File: src/rtl/overwriting_byte_ring_buffer_macros.svh
// Assertion macros shared by the ring buffer modules.
`ifndef OVERWRITING_BYTE_RING_BUFFER_MACROS_SVH
`define OVERWRITING_BYTE_RING_BUFFER_MACROS_SVH

// Consequent must hold in the same cycle as the antecedent.
`define OBRB_ASSERT_SAME(label, clk, rst, ante, cons) \
   label: assert property (@(posedge clk) disable iff (rst) (ante) |-> (cons)) \
      else $error("obrb: same-cycle check failed");

// Consequent must hold in the cycle after the antecedent.
`define OBRB_ASSERT_NEXT(label, clk, rst, ante, cons) \
   label: assert property (@(posedge clk) disable iff (rst) (ante) |=> (cons)) \
      else $error("obrb: next-cycle check failed");

`endif

File: src/rtl/obrb_pkg.sv
// Shared types, constants and helpers for the overwriting byte ring buffer.
package obrb_pkg;

   localparam int DEPTH  = 64;
   localparam int IDX_W  = $clog2(DEPTH);
   localparam int LEN_W  = IDX_W + 1;
   localparam int BYTE_W = 8;
   localparam int FILL_W = 6;

   localparam logic [LEN_W-1:0] DEPTH_LEN = LEN_W'(DEPTH);
   localparam logic [LEN_W-1:0] CAP_RESET = LEN_W'(64);

   typedef logic [IDX_W-1:0]  idx_type;
   typedef logic [LEN_W-1:0]  len_type;
   typedef logic [BYTE_W-1:0] byte_type;
   typedef logic [FILL_W-1:0] fill_type;

   typedef enum logic [1:0] {
      KIND_PUSH   = 2'd0,
      KIND_POP    = 2'd1,
      KIND_CLEAR  = 2'd2,
      KIND_STATUS = 2'd3
   } kind_type;

   typedef enum logic [1:0] {
      ST_IDLE,
      ST_EXEC,
      ST_LOOK,
      ST_LOAD
   } state_type;

   typedef struct packed {
      logic capture;
      logic exec;
      logic look;
      logic load;
   } cmd_type;

   typedef struct packed {
      byte_type oldest_byte;
      byte_type newest_byte;
      logic     byte_valid;
      fill_type fill_count;
      logic     is_empty;
      logic     dropped_oldest;
   } rsp_payload_type;

   // Step an index forward, wrapping at the ring length.
   function automatic idx_type ring_advance(idx_type i, len_type len);
      len_type n;
      n = len_type'(i) + len_type'(1);
      return (n >= len) ? '0 : n[IDX_W-1:0];
   endfunction

endpackage

File: src/rtl/obrb_req_if.sv
// Request channel: operation kind and byte, with valid/ready handshake.
interface obrb_req_if import obrb_pkg::*; ();
   logic     valid;
   logic     ready;
   kind_type kind;
   byte_type data_byte;

   modport source (output valid, output kind, output data_byte, input ready);
   modport sink   (input valid, input kind, input data_byte, output ready);
endinterface

File: src/rtl/obrb_rsp_if.sv
// Response channel: ring status fields, with valid/ready handshake.
interface obrb_rsp_if import obrb_pkg::*; ();
   logic     valid;
   logic     ready;
   byte_type oldest_byte;
   byte_type newest_byte;
   logic     byte_valid;
   fill_type fill_count;
   logic     is_empty;
   logic     dropped_oldest;

   modport source (output valid, output oldest_byte, output newest_byte,
                   output byte_valid, output fill_count, output is_empty,
                   output dropped_oldest, input ready);
   modport sink   (input valid, input oldest_byte, input newest_byte,
                   input byte_valid, input fill_count, input is_empty,
                   input dropped_oldest, output ready);
endinterface

File: src/rtl/overwriting_byte_ring_buffer.sv
// Overwriting byte ring buffer: a byte FIFO of csr capacity entries that drops
// the oldest byte when a push fills it, so it holds at most capacity minus one
// bytes. Each request (push, pop, clear, status) gives exactly one response
// with the front byte (the popped byte for a pop), the back byte, a valid
// mark, the fill count, empty, and whether this push dropped a byte. From
// acceptance to response an item passes through capture, index update and
// store write, the registered read of the front and back entries, and the
// load of the response register. The response register holds a finished
// result while the next request is accepted; the load of that next item then
// waits until the held response is taken, so a response stall delays the
// item. A capacity write resets both indices (the ring reads as empty) and
// keeps the stored bytes; capacity 0 acts as 1 and values above 64 act as
// 64. Write capacity only while idle.
module overwriting_byte_ring_buffer import obrb_pkg::*; (
   input  logic              clock,
   input  logic              reset,
   obrb_req_if.sink          req_chan,
   obrb_rsp_if.source        rsp_chan,
   input  logic              csr_wr_en,
   input  logic [LEN_W-1:0]  csr_wr_data
);

   cmd_type         cmd;
   rsp_payload_type payload;

   obrb_ctrl u_ctrl (
      .clock     (clock),
      .reset     (reset),
      .req_valid (req_chan.valid),
      .req_ready (req_chan.ready),
      .rsp_valid (rsp_chan.valid),
      .rsp_ready (rsp_chan.ready),
      .cmd       (cmd)
   );

   obrb_dp u_dp (
      .clock         (clock),
      .reset         (reset),
      .cmd           (cmd),
      .req_kind      (req_chan.kind),
      .req_data_byte (req_chan.data_byte),
      .csr_wr_en     (csr_wr_en),
      .csr_wr_data   (csr_wr_data),
      .rsp_payload   (payload)
   );

   assign rsp_chan.oldest_byte    = payload.oldest_byte;
   assign rsp_chan.newest_byte    = payload.newest_byte;
   assign rsp_chan.byte_valid     = payload.byte_valid;
   assign rsp_chan.fill_count     = payload.fill_count;
   assign rsp_chan.is_empty       = payload.is_empty;
   assign rsp_chan.dropped_oldest = payload.dropped_oldest;

endmodule

File: src/rtl/obrb_ctrl.sv
// Sequencer for the ring buffer: item handshake, step commands, result valid.
`include "overwriting_byte_ring_buffer_macros.svh"

module obrb_ctrl import obrb_pkg::*; (
   input  logic    clock,
   input  logic    reset,
   input  logic    req_valid,
   output logic    req_ready,
   output logic    rsp_valid,
   input  logic    rsp_ready,
   output cmd_type cmd
);

   state_type state_ff, state_in;
   logic      rsp_valid_ff, rsp_valid_in;
   logic      out_free;
   logic      accept;

   assign out_free = !rsp_valid_ff || rsp_ready;
   assign accept   = req_valid && req_ready;

   // Next state
   always_comb begin
      state_in = state_ff;
      unique case (state_ff)
         ST_IDLE: begin
            if (req_valid) state_in = ST_EXEC;
         end
         ST_EXEC: state_in = ST_LOOK;
         ST_LOOK: state_in = ST_LOAD;
         ST_LOAD: begin
            if (out_free) state_in = ST_IDLE;
         end
         default: state_in = ST_IDLE;
      endcase
   end

   // Outputs
   always_comb begin
      req_ready   = 1'b0;
      cmd         = '0;
      unique case (state_ff)
         ST_IDLE: begin
            req_ready   = 1'b1;
            cmd.capture = req_valid;
         end
         ST_EXEC: cmd.exec = 1'b1;
         ST_LOOK: cmd.look = 1'b1;
         ST_LOAD: cmd.load = out_free;
         default: req_ready = 1'b0;
      endcase
   end

   // Hold the result until taken; a load refills it.
   always_comb begin
      rsp_valid_in = rsp_valid_ff;
      if (cmd.load) begin
         rsp_valid_in = 1'b1;
      end else if (rsp_ready) begin
         rsp_valid_in = 1'b0;
      end
   end

   always_ff @(posedge clock) begin
      if (reset) begin
         state_ff     <= ST_IDLE;
         rsp_valid_ff <= 1'b0;
      end else begin
         state_ff     <= state_in;
         rsp_valid_ff <= rsp_valid_in;
      end
   end

   assign rsp_valid = rsp_valid_ff;

   `OBRB_ASSERT_NEXT(a_accept_runs, clock, reset, accept, state_ff == ST_EXEC)
   `OBRB_ASSERT_NEXT(a_exec_to_look, clock, reset, state_ff == ST_EXEC, state_ff == ST_LOOK)
   `OBRB_ASSERT_SAME(a_no_overwrite, clock, reset, cmd.load, !rsp_valid_ff || rsp_ready)
   `OBRB_ASSERT_NEXT(a_load_shows, clock, reset, cmd.load, rsp_valid_ff)

endmodule

File: src/rtl/obrb_dp.sv
// Ring datapath: capacity, indices, byte store and result register.
`include "overwriting_byte_ring_buffer_macros.svh"

module obrb_dp import obrb_pkg::*; (
   input  logic            clock,
   input  logic            reset,
   input  cmd_type         cmd,
   input  kind_type        req_kind,
   input  byte_type        req_data_byte,
   input  logic            csr_wr_en,
   input  len_type         csr_wr_data,
   output rsp_payload_type rsp_payload
);

   byte_type store [DEPTH];

   len_type  cap_ff;
   idx_type  wr_idx_ff, wr_idx_in;
   idx_type  rd_idx_ff, rd_idx_in;
   kind_type kind_ff;
   byte_type data_ff;
   logic     dropped_ff, dropped_in;
   logic     pop_done_ff, pop_done_in;
   byte_type popped_ff;
   byte_type front_ff;
   byte_type back_ff;
   rsp_payload_type payload_ff, payload_in;

   len_type  ring_len;
   idx_type  wr_step;
   idx_type  rd_step;
   idx_type  back_idx;
   logic     empty;
   len_type  held;
   logic     store_we;

   always_comb begin
      if (cap_ff == '0) begin
         ring_len = len_type'(1);
      end else if (cap_ff > DEPTH_LEN) begin
         ring_len = DEPTH_LEN;
      end else begin
         ring_len = cap_ff;
      end
   end

   assign wr_step  = ring_advance(wr_idx_ff, ring_len);
   assign rd_step  = ring_advance(rd_idx_ff, ring_len);
   assign back_idx = (wr_idx_ff == '0) ? IDX_W'(ring_len - len_type'(1))
                                       : wr_idx_ff - idx_type'(1);
   assign empty    = (rd_idx_ff == wr_idx_ff);
   assign held     = (wr_idx_ff >= rd_idx_ff)
                   ? len_type'(wr_idx_ff) - len_type'(rd_idx_ff)
                   : len_type'(wr_idx_ff) + ring_len - len_type'(rd_idx_ff);
   assign store_we = cmd.exec && (kind_ff == KIND_PUSH);

   // Index update for the captured operation
   always_comb begin
      wr_idx_in   = wr_idx_ff;
      rd_idx_in   = rd_idx_ff;
      dropped_in  = dropped_ff;
      pop_done_in = pop_done_ff;
      if (cmd.exec) begin
         dropped_in  = 1'b0;
         pop_done_in = 1'b0;
         case (kind_ff)
            KIND_PUSH: begin
               wr_idx_in = wr_step;
               if (wr_step == rd_idx_ff) begin
                  rd_idx_in  = rd_step;
                  dropped_in = 1'b1;
               end
            end
            KIND_POP: begin
               if (!empty) begin
                  rd_idx_in   = rd_step;
                  pop_done_in = 1'b1;
               end
            end
            KIND_CLEAR: begin
               wr_idx_in = '0;
               rd_idx_in = '0;
            end
            default: begin
               wr_idx_in = wr_idx_ff;
            end
         endcase
      end
   end

   // Result fields from the updated indices and the two store reads
   always_comb begin
      payload_in                = payload_ff;
      if (cmd.load) begin
         payload_in.newest_byte    = empty ? '0 : back_ff;
         payload_in.fill_count     = held[FILL_W-1:0];
         payload_in.is_empty       = empty;
         payload_in.dropped_oldest = dropped_ff;
         if (kind_ff == KIND_POP) begin
            payload_in.oldest_byte = pop_done_ff ? popped_ff : '0;
            payload_in.byte_valid  = pop_done_ff;
         end else begin
            payload_in.oldest_byte = empty ? '0 : front_ff;
            payload_in.byte_valid  = !empty;
         end
      end
   end

   always_ff @(posedge clock) begin
      if (reset) begin
         cap_ff    <= CAP_RESET;
         wr_idx_ff <= '0;
         rd_idx_ff <= '0;
      end else if (csr_wr_en) begin
         cap_ff    <= csr_wr_data;
         wr_idx_ff <= '0;
         rd_idx_ff <= '0;
      end else begin
         wr_idx_ff <= wr_idx_in;
         rd_idx_ff <= rd_idx_in;
      end
   end

   always_ff @(posedge clock) begin
      if (reset) begin
         dropped_ff  <= 1'b0;
         pop_done_ff <= 1'b0;
      end else begin
         dropped_ff  <= dropped_in;
         pop_done_ff <= pop_done_in;
      end
   end

   // Captured item and result payload
   always_ff @(posedge clock) begin
      if (cmd.capture) begin
         kind_ff <= req_kind;
         data_ff <= req_data_byte;
      end
      if (cmd.look) begin
         popped_ff <= front_ff;
      end
      payload_ff <= payload_in;
   end

   // Byte store: one write port, two registered read ports (front and back)
   always_ff @(posedge clock) begin
      if (store_we) begin
         store[wr_idx_ff] <= data_ff;
      end
      front_ff <= store[rd_idx_ff];
      back_ff  <= store[back_idx];
   end

   assign rsp_payload = payload_ff;

   `OBRB_ASSERT_SAME(a_wr_in_ring, clock, reset, 1'b1, len_type'(wr_idx_ff) < ring_len)
   `OBRB_ASSERT_SAME(a_rd_in_ring, clock, reset, 1'b1, len_type'(rd_idx_ff) < ring_len)
   `OBRB_ASSERT_NEXT(a_csr_clears, clock, reset, csr_wr_en, wr_idx_ff == '0 && rd_idx_ff == '0)

endmodule

File: src/flat_wrapper.sv
// flat-port wrapper written by rule: the top's interface ports become plain ports
module overwriting_byte_ring_buffer_flat import obrb_pkg::*;
  (clock, reset, csr_wr_en, csr_wr_data, req_chan_valid, req_chan_kind, req_chan_data_byte, req_chan_ready, rsp_chan_valid, rsp_chan_oldest_byte, rsp_chan_newest_byte, rsp_chan_byte_valid, rsp_chan_fill_count, rsp_chan_is_empty, rsp_chan_dropped_oldest, rsp_chan_ready);
  obrb_req_if req_chan_i ();
  obrb_rsp_if rsp_chan_i ();
  input  logic clock;
  input  logic reset;
  input  logic csr_wr_en;
  input  logic [LEN_W-1:0] csr_wr_data;
  input wire logic [$bits(req_chan_i.valid)-1:0] req_chan_valid;
  input wire logic [$bits(req_chan_i.kind)-1:0] req_chan_kind;
  input wire logic [$bits(req_chan_i.data_byte)-1:0] req_chan_data_byte;
  output wire logic [$bits(req_chan_i.ready)-1:0] req_chan_ready;
  output wire logic [$bits(rsp_chan_i.valid)-1:0] rsp_chan_valid;
  output wire logic [$bits(rsp_chan_i.oldest_byte)-1:0] rsp_chan_oldest_byte;
  output wire logic [$bits(rsp_chan_i.newest_byte)-1:0] rsp_chan_newest_byte;
  output wire logic [$bits(rsp_chan_i.byte_valid)-1:0] rsp_chan_byte_valid;
  output wire logic [$bits(rsp_chan_i.fill_count)-1:0] rsp_chan_fill_count;
  output wire logic [$bits(rsp_chan_i.is_empty)-1:0] rsp_chan_is_empty;
  output wire logic [$bits(rsp_chan_i.dropped_oldest)-1:0] rsp_chan_dropped_oldest;
  input wire logic [$bits(rsp_chan_i.ready)-1:0] rsp_chan_ready;
  assign req_chan_i.valid = req_chan_valid;
  assign req_chan_i.kind = req_chan_kind;
  assign req_chan_i.data_byte = req_chan_data_byte;
  assign req_chan_ready = req_chan_i.ready;
  assign rsp_chan_valid = rsp_chan_i.valid;
  assign rsp_chan_oldest_byte = rsp_chan_i.oldest_byte;
  assign rsp_chan_newest_byte = rsp_chan_i.newest_byte;
  assign rsp_chan_byte_valid = rsp_chan_i.byte_valid;
  assign rsp_chan_fill_count = rsp_chan_i.fill_count;
  assign rsp_chan_is_empty = rsp_chan_i.is_empty;
  assign rsp_chan_dropped_oldest = rsp_chan_i.dropped_oldest;
  assign rsp_chan_i.ready = rsp_chan_ready;
  overwriting_byte_ring_buffer u_core (.clock(clock), .reset(reset), .req_chan(req_chan_i), .rsp_chan(rsp_chan_i), .csr_wr_en(csr_wr_en), .csr_wr_data(csr_wr_data));
endmodule
File: config.mk
export PLATFORM = sky130hd
export DESIGN_NAME = overwriting_byte_ring_buffer_flat
export DESIGN_NICKNAME = d
export VERILOG_FILES = /design/src/rtl/obrb_pkg.sv /design/src/rtl/obrb_req_if.sv /design/src/rtl/obrb_rsp_if.sv /design/src/rtl/overwriting_byte_ring_buffer.sv /design/src/rtl/obrb_ctrl.sv /design/src/rtl/obrb_dp.sv /design/src/flat_wrapper.sv
export VERILOG_INCLUDE_DIRS = /design/src /design/src/rtl
export SDC_FILE = /design/constraint.sdc
export NUM_CORES = 1
export LEC_CHECK = 0
export BUFFER_PORTS_ARGS = -buffer_cell sky130_fd_sc_hd__buf_2
export CORE_ASPECT_RATIO = 2
export CORE_UTILIZATION = 55
export CTS_CLUSTER_DIAMETER = 60
export CTS_CLUSTER_SIZE = 40
export DETAILED_ROUTE_END_ITERATION = 8
export GPL_TIMING_DRIVEN = 0
export PLACE_DENSITY = 0.85
export SKIP_CTS_REPAIR_TIMING = 1
export SLEW_MARGIN = 20
export SYNTH_ARGS = -nofsm -noshare
export SYNTH_HDL_FRONTEND = slang
export SYNTH_HIERARCHICAL = 1
export SYNTH_SLANG_ARGS = --single-unit
export TNS_END_PERCENT = 50
File: constraint.sdc
create_clock -name clock -period 3.9 [get_ports clock]
set_clock_uncertainty 0.15 [all_clocks]
set_input_delay 0.39 -clock clock [delete_from_list [all_inputs] [get_ports clock]]
set_output_delay 0.39 -clock clock [all_outputs]
set_load 0.1 [all_outputs]
**Word-level counts from Yosys, hierarchy flattened**

Memory sizes are Yosys's and may differ from the RTL's. A register that Yosys moved wholly into a read port is not among the register bits.
Cells that the tools add are included.

- Memory bits (writable): 512
- Bits of input ports: 22
- Register bits: 67
- Memories kept: 1
- Output and inout port bits: 27
- Logic and storage cells: 84

Memory list:

| memory | depth | width | rd ports | clocked after memory_dff | write ports | RTL line | RTL |
|---|---|---|---|---|---|---|---|
| u_core.u_dp.store | 64 | 8 | 2 | 2 | 1 | obrb_dp.sv:15 | `byte_type store [DEPTH];` |

- $lt $le $gt $ge: 4
- Mux-type cells: 30
- Add/subtract/negate cells: 7
- Reduce and logical (&&, ||, !) cells: 15
- Eq/ne operators: 11

Operators with widths:

| kind | number |
|---|---|
| $mux W6 | 6 |
| $mux W8 | 3 |
| $pmux W6 S3 | 1 |
| $add A6 B1 Y7 const B | 2 |
| $ge A7 B7 Y1 | 2 |
| $mux W1 | 14 |
| $mux W7 | 2 |
| $eq A6 B6 Y1 | 2 |
| $pmux W6 S2 | 1 |
| $sub A6 B1 Y6 const B | 2 |
| $sub A6 B6 Y6 | 2 |
| $pmux W2 S4 | 1 |
| $gt A7 B7 Y1 const B | 1 |
| $logic_not A7 Y1 | 1 |
| $add A6 B6 Y6 | 1 |
| $eq A2 B2 Y1 const B | 3 |
| $ge A6 B6 Y1 | 1 |
| $logic_not A6 Y1 | 1 |
| $ne A2 B2 Y1 const B | 3 |
| $eq A2 B1 Y1 const B | 2 |
| $logic_not A2 Y1 | 2 |
| $mux W2 | 2 |
| $reduce_and A2 Y1 | 2 |
| $reduce_and A4 Y1 | 1 |
| other kinds (7) | 9 |

**Longest topological paths before layout**

- Word-level depth: 8
- Gate-level depth with buffers: 18
- Depth with buffers taken out: 13

**Hierarchy**

The synthesis kept the hierarchy.

Modules (own cells, without submodules):

| module | area an instance (µm²) | sequential area each (µm²) | cells an instance | times used |
|---|---|---|---|---|
| obrb_dp | 28193.3 | 17406.7 | 2057 | 1 |
| obrb_ctrl | 227.7 | 60.1 | 23 | 1 |

**Least setup slack after synthesis**

OpenSTA, ideal clock, no wires.

- Kind: register -> register
- From: register u_core.u_dp.wr_idx_ff[1]
- To: register u_core.u_dp.back_ff[5], read port of u_core.u_dp.store
- Period minus slack after synthesis: 3730 ps
- Arrival time: 3463 ps
- Setup slack: 170 ps
- Cell stages (with the launch flop): 19
- Library setup time: 117 ps
- Data required time: 3633 ps
- Path buffers: 5
- Path through: dfxtp_1 > clkbuf_1 > inv_1 > ha_1 > nor2b_1 > nand2_1 > o21ai_2 > inv_2 > buf_2 > clkbuf_1 > ha_1 > xnor2_1 > and2_1 > buf_2 > buf_1 > a32oi_1 > nand4_1 > o21ai_0 > a22o_1

- Longest elaborated chain between the ends: 2
- Elaborated cells between the ends (all ways): 3

RTL lines:

| element | RTL line | RTL |
|---|---|---|
| start, declared | obrb_dp.sv:18 | `idx_type wr_idx_ff, wr_idx_in;` |
| start signal, assigned | obrb_dp.sv:119 | `wr_idx_ff <= wr_idx_in;` |
| $sub A6 B1 Y6 or $logic_not A6 Y1 (tied branches) | obrb_dp.sv:50, obrb_dp.sv:49 |  |
| $mux W6 (*) | obrb_dp.sv:49 | `assign back_idx = (wr_idx_ff == '0) ? IDX_W'(ring_len - len_type'(1))` |
| end, declared | obrb_dp.sv:26 | `byte_type back_ff;` |

Every way passes the cells marked *; elsewhere a longest branch is shown, timed or not.
A chain may end at the register's enable or synchronous reset.

**Worst setup path after layout**

- From: register u_core.u_dp.wr_idx_ff[1]
- To: register u_core.u_dp.back_ff[1], read port of u_core.u_dp.store

The elaborated chain is that of the path after synthesis.

==> run summary <==
Status -> finished with violations
Violated checks -> DRC, setup timing
Critical path class -> reg2reg
Final worst slack -> -0.303 ns
Port bufs -> 47
Share of layout cells above drive strength 1 -> 19.5%
Via count -> 21300
Achievable Freq -> 238 MHz
Fin area -> 31500 µm²
Critical Path Sink -> u_core/u_dp/back_ff[1]
Top cell type's share of synthesized area -> 58.6%
CP required -> 4.31 ns
YS warnings -> 6
Psw -> 0.00416 W
Die X -> 163 µm
Num rows -> 117
Top Ports -> 49
Seq cells post-synth -> 595
Final Wtd Congestion -> 1.15
Top cells by area, synth -> edfxtp_1, mux4_2, nand2_1, nand3_1, dfxtp_1
Later-pin clock latency in the skew report -> 0.62 ns
Pre-CTS setup slack -> -2.36 ns
Cells after Synth -> 2080
CP Cell Sequence -> buf_8 -> inv_8 -> ha_4 -> nor2b_4 -> nand2_4 -> o21ai_4 -> buf_4 -> clkbuf_1 -> buf_1 -> nand2_1 -> nand3_1 -> nand4b_1 -> o2111ai_4 -> a22o_1
Comb pwr share -> 19.1%
Final setup vio count -> 9
Num CTS Buffers -> 23
Reg2reg setup slack -> -0.30 ns
Post-synth EDFFs -> 555
Area delta synth->final -> 10.9%
Slew Viols, Final -> 0
Die Height -> 323 µm
Pint -> 0.00939 W
Crit path max-delay family -> buffers and inverters
Slew @ Worst Pin -> 1.20 ns
Total power -> 0.0136 W
Crit path arrival time -> 4.61 ns
Min Clock Period, post-route -> 4.20 ns
Syn Std Cell Area -> 28400 µm²
DR iter-0 viols -> 3916
Worst Path Buf+Inv -> 5
Tot GR Track Use -> 39.7%
Ys flop type -> edfxtp_1
Worst Path Max Fanout -> 10
Largest area contributor in the netlist -> edfxtp_1
Syn nets -> 2141
Final Cycle Share -> 108%
WHS -> 0.0994 ns
Max clock buf depth -> 3
Cell area after placement -> 29800 µm²
Worst slew margin -> 20.1%
Power density over the cells -> 430 nW/µm²
RR Startpoint -> u_core/u_dp/wr_idx_ff[1]
Initial antenna violation count -> 11
Count leader, synth -> edfxtp_1
Via density -> 7.39
Detailed placement HPWL -> 73600 µm
Root Driver -> clkbuf_16
Reg clk slew, reported paths -> 0.13 ns
Post-route antenna net violation count -> 0
Die area -> 52600 µm²
CTS tree -> yes
First-pass GRT wire length -> 143000 µm
Initial Util -> 55.8%
Post-synth cell types -> 66
Worst vdd ir -> 0.000471 V
Crit path launch type -> register
Reg power frac -> 56.1%
DRC viols -> 4
Core area -> 50900 µm²
Critical-path top delay cell -> buf_1
Net Sw Frac -> 30.7%
Fin. Hold Viols -> 0
Layout net count -> 2264
Clock power share -> 24.7%
Total Wirelength -> 103000 µm
Fin cells -> 2880
Drt wl/cell -> 35.7 µm
Max_cap viols -> 0
CP peak stage delay -> 0.80 ns
Register-to-Register Path Depth -> 14
Register area share after synthesis -> 61.5%
Cells after DPL -> 2801
H-Tree Depth -> 1
Fill count -> 3621
Length of the first detailed-routing pass in iterations -> 9
Crit. path cell count -> 14
Synth top cells by count -> edfxtp_1, nand2_1, nand3_1
Mean area per synthesized cell -> 13.7 µm²
Worst R2R End -> u_core/u_dp/back_ff[1]
Largest net degree at the start of global routing -> 42
HP Class -> in2reg
Total congestion overflow -> 0
Crit. End Element -> register
Leak Pwr -> 10.5 nW
Vias in the first global route -> 20900
CP startpoint -> u_core/u_dp/wr_idx_ff[1]
Ys async rst share -> 0%
Clock sink count -> 595
## cell families (layout without fill, tap and decap cells)
| group | after synthesis | count (layout) | share of synthesized area (%) |
|---|---|---|---|
| simple gates | 872 | 872 | 13.8 |
| flops | 595 | 595 | 61.5 |
| mux | 220 | 220 | 15.1 |
| buf+inv | 169 | 308 | 2.47 |
| compound gates | 159 | 159 | 4.39 |
| fa+ha+maj | 39 | 39 | 1.88 |
| xor+xnor | 26 | 26 | 0.876 |
| other cells | 0 | 7 | 0 |
## state kept, by name, indices dropped and copies added (netlist names)
register / cells
u_core/u_dp/store: 512
u_core/u_ctrl/rsp_valid: 1
u_core/u_dp/rd_idx_ff: 6
u_core/u_dp/rsp_payload: 25
u_core/u_dp/wr_idx_ff: 6
u_core/u_dp/dropped_ff: 1
u_core/u_dp/pop_done_ff: 1
u_core/u_dp/cap_ff: 7
u_core/u_dp/back_ff: 8
u_core/u_dp/data_ff: 8
u_core/u_ctrl/state_ff: 2
u_core/u_dp/kind_ff: 2
u_core/u_dp/popped_ff: 8
u_core/u_dp/front_ff: 8
## worst reg2reg max path: cells and delay by family (launching register included)
kind / cells / cell delay [ns]
buffers and inverters: 5 / 1.74
and+or+nand+nor: 5 / 0.99
AOI/OAI and AO/OA: 3 / 0.74
DFF: 1 / 0.38
adders and majority gates: 1 / 0.14
## cells in the final DEF, fill, tap and decap left out, drive strengths merged, types with 25 or more instances in the layout
master / netlist / routed
o21ai: 25 / 25
nand4: 31 / 31
dfxtp: 40 / 40
a32oi: 42 / 42
clkbuf: 68 / 91
nand4b: 32 / 32
edfxtp: 555 / 555
mux4: 168 / 168
inv: 31 / 36
nor2: 103 / 103
ha: 33 / 33
buf: 70 / 151
nand2: 458 / 458
nand3: 191 / 191
mux2i: 52 / 52
## metrics by stage
step           utilization (%)  setup TNS, ns
2_1_floorplan                -              0
3_3_place_gp              57.9         -31.33
3_5_place_dp              58.5         -32.46
4_1_cts                   60.1         -33.64
5_1_grt                   61.9         -0.603
6_report                  61.9         -0.813
## area by class of cell
type | instances | area, µm² | share of cell area, %
clock buffers | 26 | 587 | 1.86
clock inverters | 15 | 253 | 0.802
repair buffers | 99 | 840 | 2.66
multi-input cells | 1316 | 10600 | 33.6
well taps | 654 | 818 | 2.60
plain buffers | 137 | 820 | 2.60
diodes | 7 | 17.5 | 0.0556
inverters | 31 | 131 | 0.417
flip-flops and latches | 595 | 17500 | 55.4
## worst min-delay path by stage
stage                                  from                    endpoint  slack [ns]  cells after the start
floorplan           u_core/u_dp/front_ff[0]    u_core/u_dp/popped_ff[0]        0.26                      0
global placement     u_core/u_dp/dropped_ff  u_core/u_dp/rsp_payload[0]        0.27                      0
detailed placement   u_core/u_dp/dropped_ff  u_core/u_dp/rsp_payload[0]        0.27                      0
CTS                   req_chan_data_byte[0]      u_core/u_dp/data_ff[0]       -0.21                      1
global route                 rsp_chan_ready     u_core/u_ctrl/rsp_valid        0.10                      4
finish                       rsp_chan_ready     u_core/u_ctrl/rsp_valid         0.1                      4
## power groups by stage
stage          Clock (W)  Sequential (W)  Combinational [W]
6_report         0.00335         0.00761            0.00259
5_1_grt          0.00353         0.00762            0.00262
4_1_cts          0.00332         0.00760            0.00221
3_5_place_dp           0         0.00775            0.00220
3_3_place_gp           0         0.00805            0.00172
2_1_floorplan          0         0.00802           0.000921
## layer usage
metal	vias to the layer above	track usage [%]	routed length, µm
met5	-	0.379	71
met4	10	34.8	12100
met3	760	13.8	13100
met2	2194	66.5	49600
met1	10100	38.2	28000
li1	8214	-	-
(Power assumes the default switching activity.)
